<file path="src/sv/lfsp_pkg.sv">
package lfsp_pkg;

  // Field widths
  localparam int unsigned ErrW      = 16;
  localparam int unsigned SpeedW    = 8;
  localparam int unsigned DriveW    = 10;
  localparam int unsigned StatusW   = 2;
  localparam int unsigned SumW      = 32;
  localparam int unsigned DiffW     = 17;
  localparam int unsigned GlitchW   = 3;
  localparam int unsigned CfgIdxW   = 3;
  localparam int unsigned CfgDataW  = 16;
  localparam int unsigned MaxErrW   = 15;

  // Shared multiplier: 16-bit gain by 33-bit operand, 49-bit product
  localparam int unsigned MulAW     = 16;
  localparam int unsigned MulBW     = 33;
  localparam int unsigned ProdW     = MulAW + MulBW;

  // Drive arithmetic width (numerator in units of 1/655360)
  localparam int unsigned NumW      = 56;

  localparam int unsigned GLITCH_LIMIT_DEF = 5;

  // Glitch threshold, 99.0 in Q8.8
  localparam logic signed [ErrW-1:0] GLITCH_LEVEL_C = 16'sd25344;
  localparam logic [GlitchW-1:0]     GLITCH_MAX_C   = 3'd7;

  // Quotient saturation point: 256 * 10 in units of 1/10 of speed
  localparam logic [11:0] DIV_SAT_C   = 12'd2560;
  localparam logic [12:0] RECIP_TEN_C = 13'd6554;

  // Status codes
  localparam logic [StatusW-1:0] STAT_STEER_C = 2'd0;
  localparam logic [StatusW-1:0] STAT_HOLD_C  = 2'd1;
  localparam logic [StatusW-1:0] STAT_STOP_C  = 2'd2;

  // Configuration register indices
  localparam logic [CfgIdxW-1:0] CFG_MODE_C      = 3'd0;
  localparam logic [CfgIdxW-1:0] CFG_GAIN_P_C    = 3'd1;
  localparam logic [CfgIdxW-1:0] CFG_GAIN_I_C    = 3'd2;
  localparam logic [CfgIdxW-1:0] CFG_GAIN_D_C    = 3'd3;
  localparam logic [CfgIdxW-1:0] CFG_MAX_SPEED_C = 3'd4;
  localparam logic [CfgIdxW-1:0] CFG_MAX_ERROR_C = 3'd5;

  // Steering table error points, Q8.8
  localparam logic signed [ErrW-1:0] TBL_POS_HALF_C  = 16'sd128;
  localparam logic signed [ErrW-1:0] TBL_NEG_HALF_C  = -16'sd128;
  localparam logic signed [ErrW-1:0] TBL_POS_ONE_C   = 16'sd256;
  localparam logic signed [ErrW-1:0] TBL_NEG_ONE_C   = -16'sd256;
  localparam logic signed [ErrW-1:0] TBL_POS_ONE5_C  = 16'sd384;
  localparam logic signed [ErrW-1:0] TBL_NEG_ONE5_C  = -16'sd384;
  localparam logic signed [ErrW-1:0] TBL_POS_TWO_C   = 16'sd512;
  localparam logic signed [ErrW-1:0] TBL_NEG_TWO_C   = -16'sd512;

  typedef enum logic [3:0] {
    ST_IDLE,
    ST_MUL_P,
    ST_MUL_I,
    ST_MUL_D,
    ST_ACC,
    ST_SCALE,
    ST_NUM,
    ST_ABS,
    ST_DIV,
    ST_DONE
  } state_e;

  typedef struct packed {
    logic                     en;
    logic signed [MulAW-1:0]  a;
    logic signed [MulBW-1:0]  b;
  } mul_req_t;

  // floor(2s/3) via multiplication by 683/2048, exact for s below 256
  function automatic logic [SpeedW-1:0] two_thirds(input logic [SpeedW-1:0] s);
    logic [19:0] p;
    p = {11'b0, s, 1'b0} * 20'd683;
    return p[18:11];
  endfunction

  // floor(13s/10) via multiplication by 6554/65536, exact for s below 256
  function automatic logic [8:0] thirteen_tenths(input logic [SpeedW-1:0] s);
    logic [11:0] x;
    logic [24:0] p;
    x = {4'b0, s} * 12'd13;
    p = {13'b0, x} * {12'b0, RECIP_TEN_C};
    return p[24:16];
  endfunction

endpackage

</file>
<file path="src/sv/lfsp_mul.sv">
module lfsp_mul (
  input  logic                                  clk_i,
  input  lfsp_pkg::mul_req_t                    req_i,
  output logic signed [lfsp_pkg::ProdW-1:0]     prod_o
);

  logic signed [lfsp_pkg::ProdW-1:0] prod_q;

  always_ff @(posedge clk_i) begin
    if (req_i.en) begin
      prod_q <= req_i.a * req_i.b;
    end
  end

  assign prod_o = prod_q;

endmodule

</file>
<file path="src/sv/line_follow_steering_pid.sv">
// Line follower steering: PID or table mode, one request at a time.
// Glitch and table requests go from idle straight to the done state; PID requests
// make three multiplier passes, an accumulate and four steps per wheel.
// A new request is taken only in idle, after the last result has gone to the output
// register; a stalled result keeps the next one in its final state.
// Reset clears the error sum, previous error, glitch count, output valid and state; config takes its defaults.
module line_follow_steering_pid #(
  parameter int unsigned GLITCH_LIMIT = lfsp_pkg::GLITCH_LIMIT_DEF
) (
  input  logic                                   clk_i,
  input  logic                                   rst_ni,
  // Configuration
  input  logic                                   cfg_valid_i,
  output logic                                   cfg_ready_o,
  input  logic [lfsp_pkg::CfgIdxW-1:0]           cfg_index_i,
  input  logic [lfsp_pkg::CfgDataW-1:0]          cfg_data_i,
  // Input channel
  input  logic                                   in_valid_i,
  output logic                                   in_stall_o,
  input  logic signed [lfsp_pkg::ErrW-1:0]       line_error_i,
  input  logic [lfsp_pkg::SpeedW-1:0]            base_speed_i,
  // Output channel
  output logic                                   out_valid_o,
  input  logic                                   out_stall_i,
  output logic signed [lfsp_pkg::DriveW-1:0]     left_drive_o,
  output logic signed [lfsp_pkg::DriveW-1:0]     right_drive_o,
  output logic [lfsp_pkg::StatusW-1:0]           status_o
);

  localparam int unsigned ErrW   = lfsp_pkg::ErrW;
  localparam int unsigned SpeedW = lfsp_pkg::SpeedW;
  localparam int unsigned DriveW = lfsp_pkg::DriveW;
  localparam int unsigned NumW   = lfsp_pkg::NumW;
  localparam int unsigned ProdW  = lfsp_pkg::ProdW;
  localparam int unsigned SumW   = lfsp_pkg::SumW;
  localparam int unsigned DiffW  = lfsp_pkg::DiffW;
  localparam int unsigned GlW    = lfsp_pkg::GlitchW;

  // Configuration registers
  logic                               mode_q;
  logic signed [15:0]                 gain_p_q, gain_i_q, gain_d_q;
  logic [SpeedW-1:0]                  max_speed_q;
  logic [lfsp_pkg::MaxErrW-1:0]       max_error_q;

  // Control state
  lfsp_pkg::state_e                   state_q, state_d;
  logic                               wheel_q, wheel_d;
  logic [GlW-1:0]                     glitch_cnt_q, glitch_cnt_d;
  logic signed [SumW-1:0]             error_sum_q, error_sum_d;
  logic signed [ErrW-1:0]             prev_err_q, prev_err_d;
  logic                               out_valid_q, out_valid_d;

  // Working payload
  logic signed [ErrW-1:0]             e_q, e_d;
  logic [SpeedW-1:0]                  s_q, s_d;
  logic signed [DiffW-1:0]            diff_q, diff_d;
  logic signed [ProdW-1:0]            acc_q, acc_d;
  logic signed [NumW-1:0]             kc_q, kc_d;
  logic signed [NumW-1:0]             num_q, num_d;
  logic                               neg_q, neg_d;
  logic                               big_q, big_d;
  logic [11:0]                        mq_q, mq_d;
  logic signed [DriveW-1:0]           res_left_q, res_left_d;
  logic signed [DriveW-1:0]           res_right_q, res_right_d;
  logic [lfsp_pkg::StatusW-1:0]       res_status_q, res_status_d;

  // Output register
  logic signed [DriveW-1:0]           out_left_q, out_right_q;
  logic [lfsp_pkg::StatusW-1:0]       out_status_q;
  logic                               out_load;

  // Shared multiplier
  lfsp_pkg::mul_req_t                 mul_req;
  logic signed [ProdW-1:0]            prod;

  // Combinational helpers
  logic [GlW-1:0]                     glitch_inc;
  logic signed [SumW:0]               sum_ext;
  logic [ErrW-1:0]                    err_mag;
  logic signed [ErrW-1:0]             tbl_err;
  logic [SpeedW-1:0]                  s_two3;
  logic [8:0]                         s_13_10;
  logic signed [NumW-1:0]             c_ext;
  logic                               use35;
  logic [11:0]                        s_ten;
  logic signed [NumW-1:0]             s_scaled;
  logic [NumW-1:0]                    num_mag;
  logic [24:0]                        q_prod;
  logic [SpeedW-1:0]                  q_raw, q_clamp;
  logic signed [DriveW-1:0]           q_signed;
  logic signed [DriveW-1:0]           s_drive;

  lfsp_mul u_mul (
    .clk_i  (clk_i),
    .req_i  (mul_req),
    .prod_o (prod)
  );

  assign cfg_ready_o = 1'b1;

  always_ff @(posedge clk_i or negedge rst_ni) begin
    if (!rst_ni) begin
      mode_q      <= 1'b0;
      gain_p_q    <= 16'sd256;
      gain_i_q    <= 16'sd0;
      gain_d_q    <= 16'sd0;
      max_speed_q <= 8'd255;
      max_error_q <= 15'd512;
    end else if (cfg_valid_i) begin
      case (cfg_index_i)
        lfsp_pkg::CFG_MODE_C:      mode_q      <= cfg_data_i[0];
        lfsp_pkg::CFG_GAIN_P_C:    gain_p_q    <= cfg_data_i;
        lfsp_pkg::CFG_GAIN_I_C:    gain_i_q    <= cfg_data_i;
        lfsp_pkg::CFG_GAIN_D_C:    gain_d_q    <= cfg_data_i;
        lfsp_pkg::CFG_MAX_SPEED_C: max_speed_q <= cfg_data_i[SpeedW-1:0];
        lfsp_pkg::CFG_MAX_ERROR_C: max_error_q <= cfg_data_i[lfsp_pkg::MaxErrW-1:0];
        default: ;
      endcase
    end
  end

  always_ff @(posedge clk_i or negedge rst_ni) begin
    if (!rst_ni) begin
      state_q      <= lfsp_pkg::ST_IDLE;
      wheel_q      <= 1'b0;
      glitch_cnt_q <= '0;
      error_sum_q  <= '0;
      prev_err_q   <= '0;
      out_valid_q  <= 1'b0;
    end else begin
      state_q      <= state_d;
      wheel_q      <= wheel_d;
      glitch_cnt_q <= glitch_cnt_d;
      error_sum_q  <= error_sum_d;
      prev_err_q   <= prev_err_d;
      out_valid_q  <= out_valid_d;
    end
  end

  always_ff @(posedge clk_i) begin
    e_q          <= e_d;
    s_q          <= s_d;
    diff_q       <= diff_d;
    acc_q        <= acc_d;
    kc_q         <= kc_d;
    num_q        <= num_d;
    neg_q        <= neg_d;
    big_q        <= big_d;
    mq_q         <= mq_d;
    res_left_q   <= res_left_d;
    res_right_q  <= res_right_d;
    res_status_q <= res_status_d;
    if (out_load) begin
      out_left_q   <= res_left_q;
      out_right_q  <= res_right_q;
      out_status_q <= res_status_q;
    end
  end

  always_comb begin
    // Request-side helpers
    glitch_inc = (glitch_cnt_q == lfsp_pkg::GLITCH_MAX_C) ? glitch_cnt_q
                                                          : glitch_cnt_q + 1'b1;
    sum_ext = {error_sum_q[SumW-1], error_sum_q}
            + {{(SumW+1-ErrW){line_error_i[ErrW-1]}}, line_error_i};
    err_mag = line_error_i[ErrW-1] ? (~line_error_i + 1'b1) : line_error_i;
    tbl_err = (err_mag > {1'b0, max_error_q}) ? prev_err_q : line_error_i;
    s_two3  = lfsp_pkg::two_thirds(base_speed_i);
    s_13_10 = lfsp_pkg::thirteen_tenths(base_speed_i);
    s_drive = {2'b00, base_speed_i};

    // Drive helpers
    c_ext    = {{(NumW-ProdW){acc_q[ProdW-1]}}, acc_q};
    // The larger factor applies to the left wheel for a positive correction
    use35    = wheel_q ? (acc_q <= 0) : (acc_q > 0);
    s_ten    = ({4'b0, s_q} << 3) + ({4'b0, s_q} << 1);
    s_scaled = {{(NumW-28){1'b0}}, s_ten, 16'b0};
    num_mag  = num_q[NumW-1] ? (~num_q + 1'b1) : num_q;
    q_prod   = {13'b0, mq_q} * {12'b0, lfsp_pkg::RECIP_TEN_C};
    q_raw    = q_prod[23:16];
    q_clamp  = (big_q || (q_raw > max_speed_q)) ? max_speed_q : q_raw;
    q_signed = neg_q ? -{2'b00, q_clamp} : {2'b00, q_clamp};

    state_d      = state_q;
    wheel_d      = wheel_q;
    glitch_cnt_d = glitch_cnt_q;
    error_sum_d  = error_sum_q;
    prev_err_d   = prev_err_q;
    e_d          = e_q;
    s_d          = s_q;
    diff_d       = diff_q;
    acc_d        = acc_q;
    kc_d         = kc_q;
    num_d        = num_q;
    neg_d        = neg_q;
    big_d        = big_q;
    mq_d         = mq_q;
    res_left_d   = res_left_q;
    res_right_d  = res_right_q;
    res_status_d = res_status_q;
    out_load     = 1'b0;
    mul_req.en   = 1'b0;
    mul_req.a    = gain_p_q;
    mul_req.b    = {{(lfsp_pkg::MulBW-ErrW){e_q[ErrW-1]}}, e_q};

    case (state_q)
      lfsp_pkg::ST_IDLE: begin
        if (in_valid_i) begin
          e_d = line_error_i;
          s_d = base_speed_i;
          if (line_error_i >= lfsp_pkg::GLITCH_LEVEL_C) begin
            glitch_cnt_d = glitch_inc;
            if (glitch_inc > GlW'(GLITCH_LIMIT)) begin
              res_left_d   = '0;
              res_right_d  = '0;
              res_status_d = lfsp_pkg::STAT_STOP_C;
            end else begin
              res_left_d   = s_drive;
              res_right_d  = s_drive;
              res_status_d = lfsp_pkg::STAT_HOLD_C;
            end
            state_d = lfsp_pkg::ST_DONE;
          end else if (mode_q) begin
            glitch_cnt_d = '0;
            prev_err_d   = tbl_err;
            res_left_d   = s_drive;
            res_right_d  = s_drive;
            res_status_d = lfsp_pkg::STAT_STEER_C;
            case (tbl_err)
              lfsp_pkg::TBL_POS_HALF_C: res_left_d  = {2'b00, s_two3};
              lfsp_pkg::TBL_NEG_HALF_C: res_right_d = {2'b00, s_two3};
              lfsp_pkg::TBL_POS_ONE_C:  res_left_d  = '0;
              lfsp_pkg::TBL_NEG_ONE_C:  res_right_d = '0;
              lfsp_pkg::TBL_POS_ONE5_C: res_left_d  = -{3'b000, base_speed_i[7:1]};
              lfsp_pkg::TBL_NEG_ONE5_C: res_right_d = -{3'b000, base_speed_i[7:1]};
              lfsp_pkg::TBL_POS_TWO_C:  res_left_d  = -{1'b0, s_13_10};
              lfsp_pkg::TBL_NEG_TWO_C:  res_right_d = -{1'b0, s_13_10};
              default: ;
            endcase
            state_d = lfsp_pkg::ST_DONE;
          end else begin
            glitch_cnt_d = '0;
            // The sum saturates when its two top bits disagree
            if (sum_ext[SumW] != sum_ext[SumW-1]) begin
              error_sum_d = sum_ext[SumW] ? {1'b1, {(SumW-1){1'b0}}}
                                          : {1'b0, {(SumW-1){1'b1}}};
            end else begin
              error_sum_d = sum_ext[SumW-1:0];
            end
            diff_d       = {line_error_i[ErrW-1], line_error_i}
                         - {prev_err_q[ErrW-1], prev_err_q};
            prev_err_d   = line_error_i;
            res_status_d = lfsp_pkg::STAT_STEER_C;
            state_d      = lfsp_pkg::ST_MUL_P;
          end
        end
      end
      lfsp_pkg::ST_MUL_P: begin
        mul_req.en = 1'b1;
        state_d    = lfsp_pkg::ST_MUL_I;
      end
      lfsp_pkg::ST_MUL_I: begin
        mul_req.en = 1'b1;
        mul_req.a  = gain_i_q;
        mul_req.b  = {error_sum_q[SumW-1], error_sum_q};
        acc_d      = prod;
        state_d    = lfsp_pkg::ST_MUL_D;
      end
      lfsp_pkg::ST_MUL_D: begin
        mul_req.en = 1'b1;
        mul_req.a  = gain_d_q;
        mul_req.b  = {{(lfsp_pkg::MulBW-DiffW){diff_q[DiffW-1]}}, diff_q};
        acc_d      = acc_q + prod;
        state_d    = lfsp_pkg::ST_ACC;
      end
      lfsp_pkg::ST_ACC: begin
        acc_d   = acc_q + prod;
        wheel_d = 1'b0;
        state_d = lfsp_pkg::ST_SCALE;
      end
      lfsp_pkg::ST_SCALE: begin
        // 35c or 7c, both in units of 1/655360 against the Q.16 correction
        kc_d    = use35 ? ((c_ext <<< 5) + (c_ext <<< 1) + c_ext)
                        : ((c_ext <<< 3) - c_ext);
        state_d = lfsp_pkg::ST_NUM;
      end
      lfsp_pkg::ST_NUM: begin
        num_d   = wheel_q ? (s_scaled + kc_q) : (s_scaled - kc_q);
        state_d = lfsp_pkg::ST_ABS;
      end
      lfsp_pkg::ST_ABS: begin
        neg_d   = num_q[NumW-1];
        big_d   = (|num_mag[NumW-1:28]) || (num_mag[27:16] >= lfsp_pkg::DIV_SAT_C);
        mq_d    = num_mag[27:16];
        state_d = lfsp_pkg::ST_DIV;
      end
      lfsp_pkg::ST_DIV: begin
        if (wheel_q) begin
          res_right_d = q_signed;
          state_d     = lfsp_pkg::ST_DONE;
        end else begin
          res_left_d = q_signed;
          wheel_d    = 1'b1;
          state_d    = lfsp_pkg::ST_SCALE;
        end
      end
      lfsp_pkg::ST_DONE: begin
        if (!out_valid_q || !out_stall_i) begin
          out_load = 1'b1;
          state_d  = lfsp_pkg::ST_IDLE;
        end
      end
      default: begin
        state_d = lfsp_pkg::ST_IDLE;
      end
    endcase

    if (out_load) begin
      out_valid_d = 1'b1;
    end else if (out_valid_q && !out_stall_i) begin
      out_valid_d = 1'b0;
    end else begin
      out_valid_d = out_valid_q;
    end
  end

  assign in_stall_o    = (state_q != lfsp_pkg::ST_IDLE);
  assign out_valid_o   = out_valid_q;
  assign left_drive_o  = out_left_q;
  assign right_drive_o = out_right_q;
  assign status_o      = out_status_q;

endmodule
</file>
<file path="config.mk">
export PLATFORM = sky130hd
export DESIGN_NAME = line_follow_steering_pid
export DESIGN_NICKNAME = d
export VERILOG_FILES = /design/src/sv/lfsp_pkg.sv /design/src/sv/lfsp_mul.sv /design/src/sv/line_follow_steering_pid.sv
export SDC_FILE = /design/constraint.sdc
export NUM_CORES = 2
export LEC_CHECK = 0
export ABC_AREA = 1
export BUFFER_PORTS_ARGS = -buffer_cell sky130_fd_sc_hd__buf_2
export CAP_MARGIN = 10
export CORE_ASPECT_RATIO = 0.7
export CORE_MARGIN = 3
export CORE_UTILIZATION = 45
export DETAILED_ROUTE_END_ITERATION = 10
export PLACE_DENSITY = 0.7
export SYNTH_ARGS = -nofsm -noshare
export SYNTH_HDL_FRONTEND = slang
export SYNTH_HIERARCHICAL = 1
export SYNTH_SLANG_ARGS = --single-unit
</file>
<file path="constraint.sdc">
create_clock -name clk_i -period 8.7 [get_ports clk_i]
set_input_delay 0.87 -clock clk_i [delete_from_list [all_inputs] [get_ports clk_i]]
set_output_delay 0.87 -clock clk_i [all_outputs]
set_load 0.01 [all_outputs]
</file>
======== Yosys cells after proc, flatten, opt, wreduce, memory -nomap -nowiden ========
Cells that the tools add are included.
Widths: inputs -> output; s select.
storage, ports and cells
  register bits ........................... 438
  logic and storage cells ................. 157
cells by class
  bitwise operators ....................... 4
  add/sub/neg operators ................... 15
  multiply operators ...................... 5
  $lt $le $gt $ge ......................... 7
  reductions and logical operators ........ 28
  equality and inequality tests ........... 29
  muxes and demuxes ....................... 41
operators by type and width
  kind                    number
  $pmux 49 s2             2
  $mux 56                 3
  $mux 10                 9
  $pmux 10 s4             2
  $eq 16x16->1 const B    4
  $mux 32                 2
  $add 29x56->56          1
  $add 55x49->56          1
  $add 56x1->56 const B   1
  $not 56->56             1
  $sub 29x56->56          1
  $add 54x50->55          1
  $sub 52x49->53          1
  $add 49x49->49          1
  $gt 49x1->1 const B     1
  $le 49x1->1 const B     1
  $mul 16x33->49          1
  $mux 16                 3
  $pmux 10 s2             2
  $pmux 4 s10             1
  $add 32x16->33          1
  $eq 16x9->1 const B     2
  $reduce_or 28->1        1
  $mul 12x12->24 const B  1
  47 further kinds        85

======== Depth between registers and ports, before layout ========
  word-level depth ........................ 11
  gate-level depth with buffers ........... 44

======== Hierarchy ========
The synthesis kept the hierarchy.
by module, submodules not included
  module                    cells each  instances  area an instance (µm²)
  line_follow_steering_pid  5527        1          41457.3
  lfsp_mul                  2927        1          22007.4

======== Worst setup path after synthesis ========
OpenSTA, ideal clock, no wires.
  path kind ............................... in2reg
  start ................................... input base_speed_i[3] (netlist name)
  end ..................................... register res_left_q[7], data pin
  setup slack ............................. 1452 ps
  data arrival time ....................... 6988 ps
  library setup time ...................... 260 ps
  stages on the path ...................... 37
  data required time ...................... 8440 ps
  cell sequence ........................... inv_1 ha_1 inv_1 fa_1 inv_1 ha_1 a21oi_1 nand2_1 nand2_1 nand2_1 a21oi_1 o21ai_0 a21oi_1 xor2_1 ha_1 fa_1 inv_1 fa_1 fa_1 inv_1 ha_1 nand2_1 nor4_1 o21ai_0 nand2_1 a21oi_1 or2_2 nand2_1 inv_1 nand3_1 nand2_1 nand2_1 nand2_1 nor2_1 nand2_1 nand2_1 nand3_1
between the ends
  longest elaborated chain between the ends .. 8
  elaborated cells between the ends (all ways) .. 10
  those cells by class .................... 2 x add/sub; 3 x mul; 5 x mux
RTL lines
  what                     line                             RTL
  from (decl)              line_follow_steering_pid.sv:21   input logic [lfsp_pkg::SpeedW-1:0] base_speed_i,
  $mul 8x4->12             lfsp_pkg.sv:86                   x = {4'b0, s} * 12'd13;
  $mul 12x12->24           lfsp_pkg.sv:87                   p = {13'b0, x} * {12'b0, RECIP_TEN_C};
  $neg 9->10               line_follow_steering_pid.sv:236  lfsp_pkg::TBL_POS_TWO_C: res_left_d = -{1'b0, s_13_10};
  $pmux 10 s4 (*)          line_follow_steering_pid.sv:229  case (tbl_err)
  $mux 10 (*)              line_follow_steering_pid.sv:223  end else if (mode_q) begin
  $mux 10 (*)              line_follow_steering_pid.sv:211  if (line_error_i >= lfsp_pkg::GLITCH_LEVEL_C) begin
  $mux 10 (*)              line_follow_steering_pid.sv:208  if (in_valid_i) begin
  $pmux 10 s2 (*)          line_follow_steering_pid.sv:206  case (state_q)
  named net res_left_d[7]  line_follow_steering_pid.sv:63   logic signed [DriveW-1:0] res_left_q, res_left_d;
  to (signal assigned)     line_follow_steering_pid.sv:150  res_left_q <= res_left_d;
  to (decl)                line_follow_steering_pid.sv:63
Mark *: on every way through the listed nets, which the timed path passes. The rest lies on a longest branch. The select of a mux whose other input is x is not followed.
A chain may end at the register's enable or synchronous reset.

==> flow_summary_export.csv <==
group,metric,value,unit
yosys,async_reset_ff_frac,0.2945,
outcome,status,"completed",
timing,final.setup.tns,0,ns
global_route,grt_max_degree,69,
job,max-cap-violations,0,
worst_setup_path,cp_slowest_cell,"fa_1",
worst_setup_path,crit_arrival,8.22,ns
clock_network,clock_latency,0.62,ns
timing,rsz0062_at_grt,"false",
drt,drt_wl_total,191300,um
placement,place_congestion,1.000,
clock_network,clk_path_buf_depth,3,
yosys,synth_area_per_cell,7.507,um^2
layout,final_area,67760,um^2
timing,finalHoldViolations,0,
layout,layout-drive-gt1-share,0.05113,
floorplanning,core_area,139100,um^2
worst_setup_path,startpoint_type,"flip-flop",
yosys,mappedNetlistNets,9752,
min_path,min_path_type,"in2async",
floorplanning,dieArea,145600,um^2
drt,vias,55870,
floorplanning,start_util,0.4563,
global_route,gr-usage-all-layers,0.2635,
yosys,ys_seq_elements,438,
yosys,syn_area,63460,um^2
yosys,synth.yosys.seq_area_share,0.1973,
drt,dr_wl_met2,77890,um
layout,final_nets,9765,
drt,drtPass1Iterations,8,
yosys,synth_cell_types,67,
clock_network,cts_resized,0,
yosys,synth_enable_flop_cells,309,
placement,io_buffers,71,
layout,fillers,13560,
floorplanning,top_level_ports,73,
worst_setup_path,reg2reg_slack,0.83,ns
placement,placed_area,66100,um^2
drt,initialDrtViolationCount,5145,
layout,multi_input_area,43310,um^2
timing,max_slew.worst_pin.slew,1.180,ns
global_route,antenna_found_initial,4,
drt,maxUsedRoutingLayer,"met5",
worst_setup_path,cp-end-kind,"flip-flop",
clock_network,ctsRootBufferMaster,"clkbuf_16",
clock_network,clock_sinks,438,
clock_network,cts_tree,"done",
timing,finalCritPeriodShare,0.9050,
yosys,syn_inst,8454,
timing,fin_crit,7.874,ns
layout,synthToLayoutAreaGrowth,6.760,%
worst_setup_path,worst_path_largest_cell_delay,0.56,ns
global_route,overflow,0,
clock_network,path_clk_slew,0.07,ns
yosys,yosysWarnings,6,
worst_setup_path,cp_max_fo,19,
floorplanning,die_w,454.9,um
worst_setup_path,cpMostUsedCell,"inv_1",
drt,wl_met3,17990,um
clock_network,hold_buffers,0,
timing,fmax,127.0,MHz
worst_setup_path,critPathLaunch,"state_q[3]",
timing,slew_violations,0,
worst_setup_path,reg2reg_depth,31,
drt,drt-met1-wl,91330,um
clock_network,cts_setup_buffers,0,
worst_setup_path,worstPathRequired,9.04,ns
global_route,first_global_vias,55120,
worst_setup_path,r2r_start,"state_q[3]",
timing,setup_violations,0,
drt,ant_nets,0,
placement,hpwl,158100,um
drt,via_per_inst,5.390,
timing,slew_headroom,0.2113,
yosys,synth_ff_type,"edfxtp_1",
drt,wl_per_cell,18.46,um
floorplanning,die_h,320.2,um
global_route,grt_first_pass_wirelength,305900,um
clock_network,cts_buffers,49,
layout,final-seq-area,12520,um^2
floorplanning,rows,114,
worst_setup_path,rr_endpoint,"u_mul/prod_o[43]",
clock_network,cts_max_level,2,
worst_setup_path,path_class,"reg2reg",
timing,skew,0.02973,ns
drt,drc,0,
synthesized netlist by cell type, drive strengths merged (15+ instances only):
| cell type | n | area [um^2] |
|---|---|---|
| ha | 608 | 7607 |
| nand3b | 16 | 120.1 |
| o211ai | 40 | 300.3 |
| dfrtp | 119 | 2978 |
| a21boi | 15 | 112.6 |
| nand2 | 2089 | 7944 |
| o221ai | 16 | 140.1 |
| o21a | 31 | 232.7 |
| o21ai | 453 | 2297 |
| inv | 1810 | 6794 |
| a22oi | 43 | 322.8 |
| xnor2 | 76 | 665.6 |
| buf | 24 | 161.4 |
| nand3 | 316 | 1619 |
| o21bai | 28 | 214.0 |
| nor2 | 587 | 2356 |
| nor3 | 82 | 466.7 |
| edfxtp | 309 | 9279 |
| xor2 | 205 | 1795 |
| a21oi | 452 | 2270 |
| or2 | 31 | 193.9 |
| fa | 642 | 12850 |
| nor4 | 43 | 269.0 |
| clkbuf | 187 | 711.9 |
| nand4 | 79 | 500.5 |
| a31oi | 41 | 256.5 |
| a21o | 29 | 217.7 |
routing by layer:
layer | track usage | vias to the layer above
met4 | 0.05559 | 2
li1 | - | 26580
met1 | 0.4069 | 26740
met3 | 0.04535 | 261
met5 | 0 | -
met2 | 0.3837 | 2291
worst max-delay path, delay by kind of cell, from the launching register on:
kind | cells | cell delay, ns
adder cells (fa/ha/maj) | 7 | 3.53
AND/OR/NAND/NOR | 11 | 1.57
flip-flops | 1 | 0.42
buffers and inverters | 12 | 1.61
AO/OA/AOI/OAI | 1 | 0.46
worst max-delay path by stage:
stage	to	depth (start not counted)
4_1_cts	u_mul/prod_o[47]	31
5_1_grt	u_mul/prod_o[44]	28
3_3_place_gp	res_left_q[7]	38
2_1_floorplan	res_left_q[7]	37
3_5_place_dp	res_left_q[8]	35
6_report	u_mul/prod_o[43]	31
stage by stage:
step	worst slack [ns]	hold slack [ns]	utilization	cells
after CTS	0.8924	0.2671	0.4872	10360
final	0.8264	0.2084	0.4872	10370
after global routing	0.2071	0.2819	0.4872	10360
after global placement	0.5195	0.4023	0.4753	10270
after floorplan	1.452	0.4003	-	8454
after detailed placement	0.5603	0.4057	0.4753	10270
layout by cell type (no fill, tap or decap), types with 11 or more instances in the layout:
cell | netlist | layout
a21boi_0 | 15 | 15
a21o_1 | 29 | 29
a21oi_1 | 450 | 450
a22oi_1 | 43 | 43
a31oi_1 | 41 | 41
buf_2 | 6 | 70
buf_4 | 3 | 101
clkbuf_16 | 0 | 51
clkinv_2 | 0 | 13
dfrtp_1 | 119 | 119
edfxtp_1 | 309 | 309
fa_1 | 642 | 642
ha_1 | 608 | 608
inv_1 | 1790 | 1790
inv_2 | 20 | 20
nand2_1 | 2054 | 2053
nand2_2 | 32 | 33
nand3_1 | 310 | 310
nand3b_1 | 16 | 16
nand4_1 | 78 | 78
nor2_1 | 548 | 541
nor2_2 | 28 | 32
nor2_4 | 11 | 14
nor3_1 | 72 | 70
nor3_2 | 9 | 11
nor4_1 | 43 | 43
o211ai_1 | 40 | 40
o21a_1 | 31 | 31
o21ai_0 | 432 | 417
o21ai_1 | 15 | 30
o21bai_1 | 27 | 27
o221ai_1 | 16 | 16
o31ai_1 | 14 | 14
or2_2 | 31 | 31
xnor2_1 | 76 | 76
xor2_1 | 205 | 205
state kept, by name, summed over array words and instances, names as in the netlist, 12 cells and up:
name	flops
kc_q	56
gain_p_q	16
num_q	56
u_mul/prod_o	49
e_q	16
gain_d_q	16
diff_q	17
error_sum_q	32
max_error_q	15
mq_q	12
gain_i_q	16
prev_err_q	16
acc_q	49
layout make-up:
type | instances | area share
Timing Repair Buffer | 173 | 0.01682
Inverter | 1815 | 0.1006
Multi-Input combinational cell | 5990 | 0.6392
Clock inverter | 36 | 0.004949
Tap cell | 1856 | 0.03427
Clock buffer | 55 | 0.01935
Antenna cell | 2 | 0.00007387
Sequential cell | 438 | 0.1848
cells by family (layout without fill, tap and decap cells):
family / Yosys count / after routing / synth area share
other cells: 1 / 3 / 0.00005909
simple gates: 3263 / 3263 / 0.2142
fa+ha+maj: 1250 / 1250 / 0.3224
buf+inv: 2026 / 2079 / 0.1211
mux: 1 / 1 / 0.0001774
flops: 438 / 438 / 0.1973
compound gates: 1194 / 1194 / 0.1060
xor+xnor: 281 / 281 / 0.03878
Power is left out: the tool's default activity adds up to more than one toggle a clock period on the data nets, which glitch-free logic cannot reach.
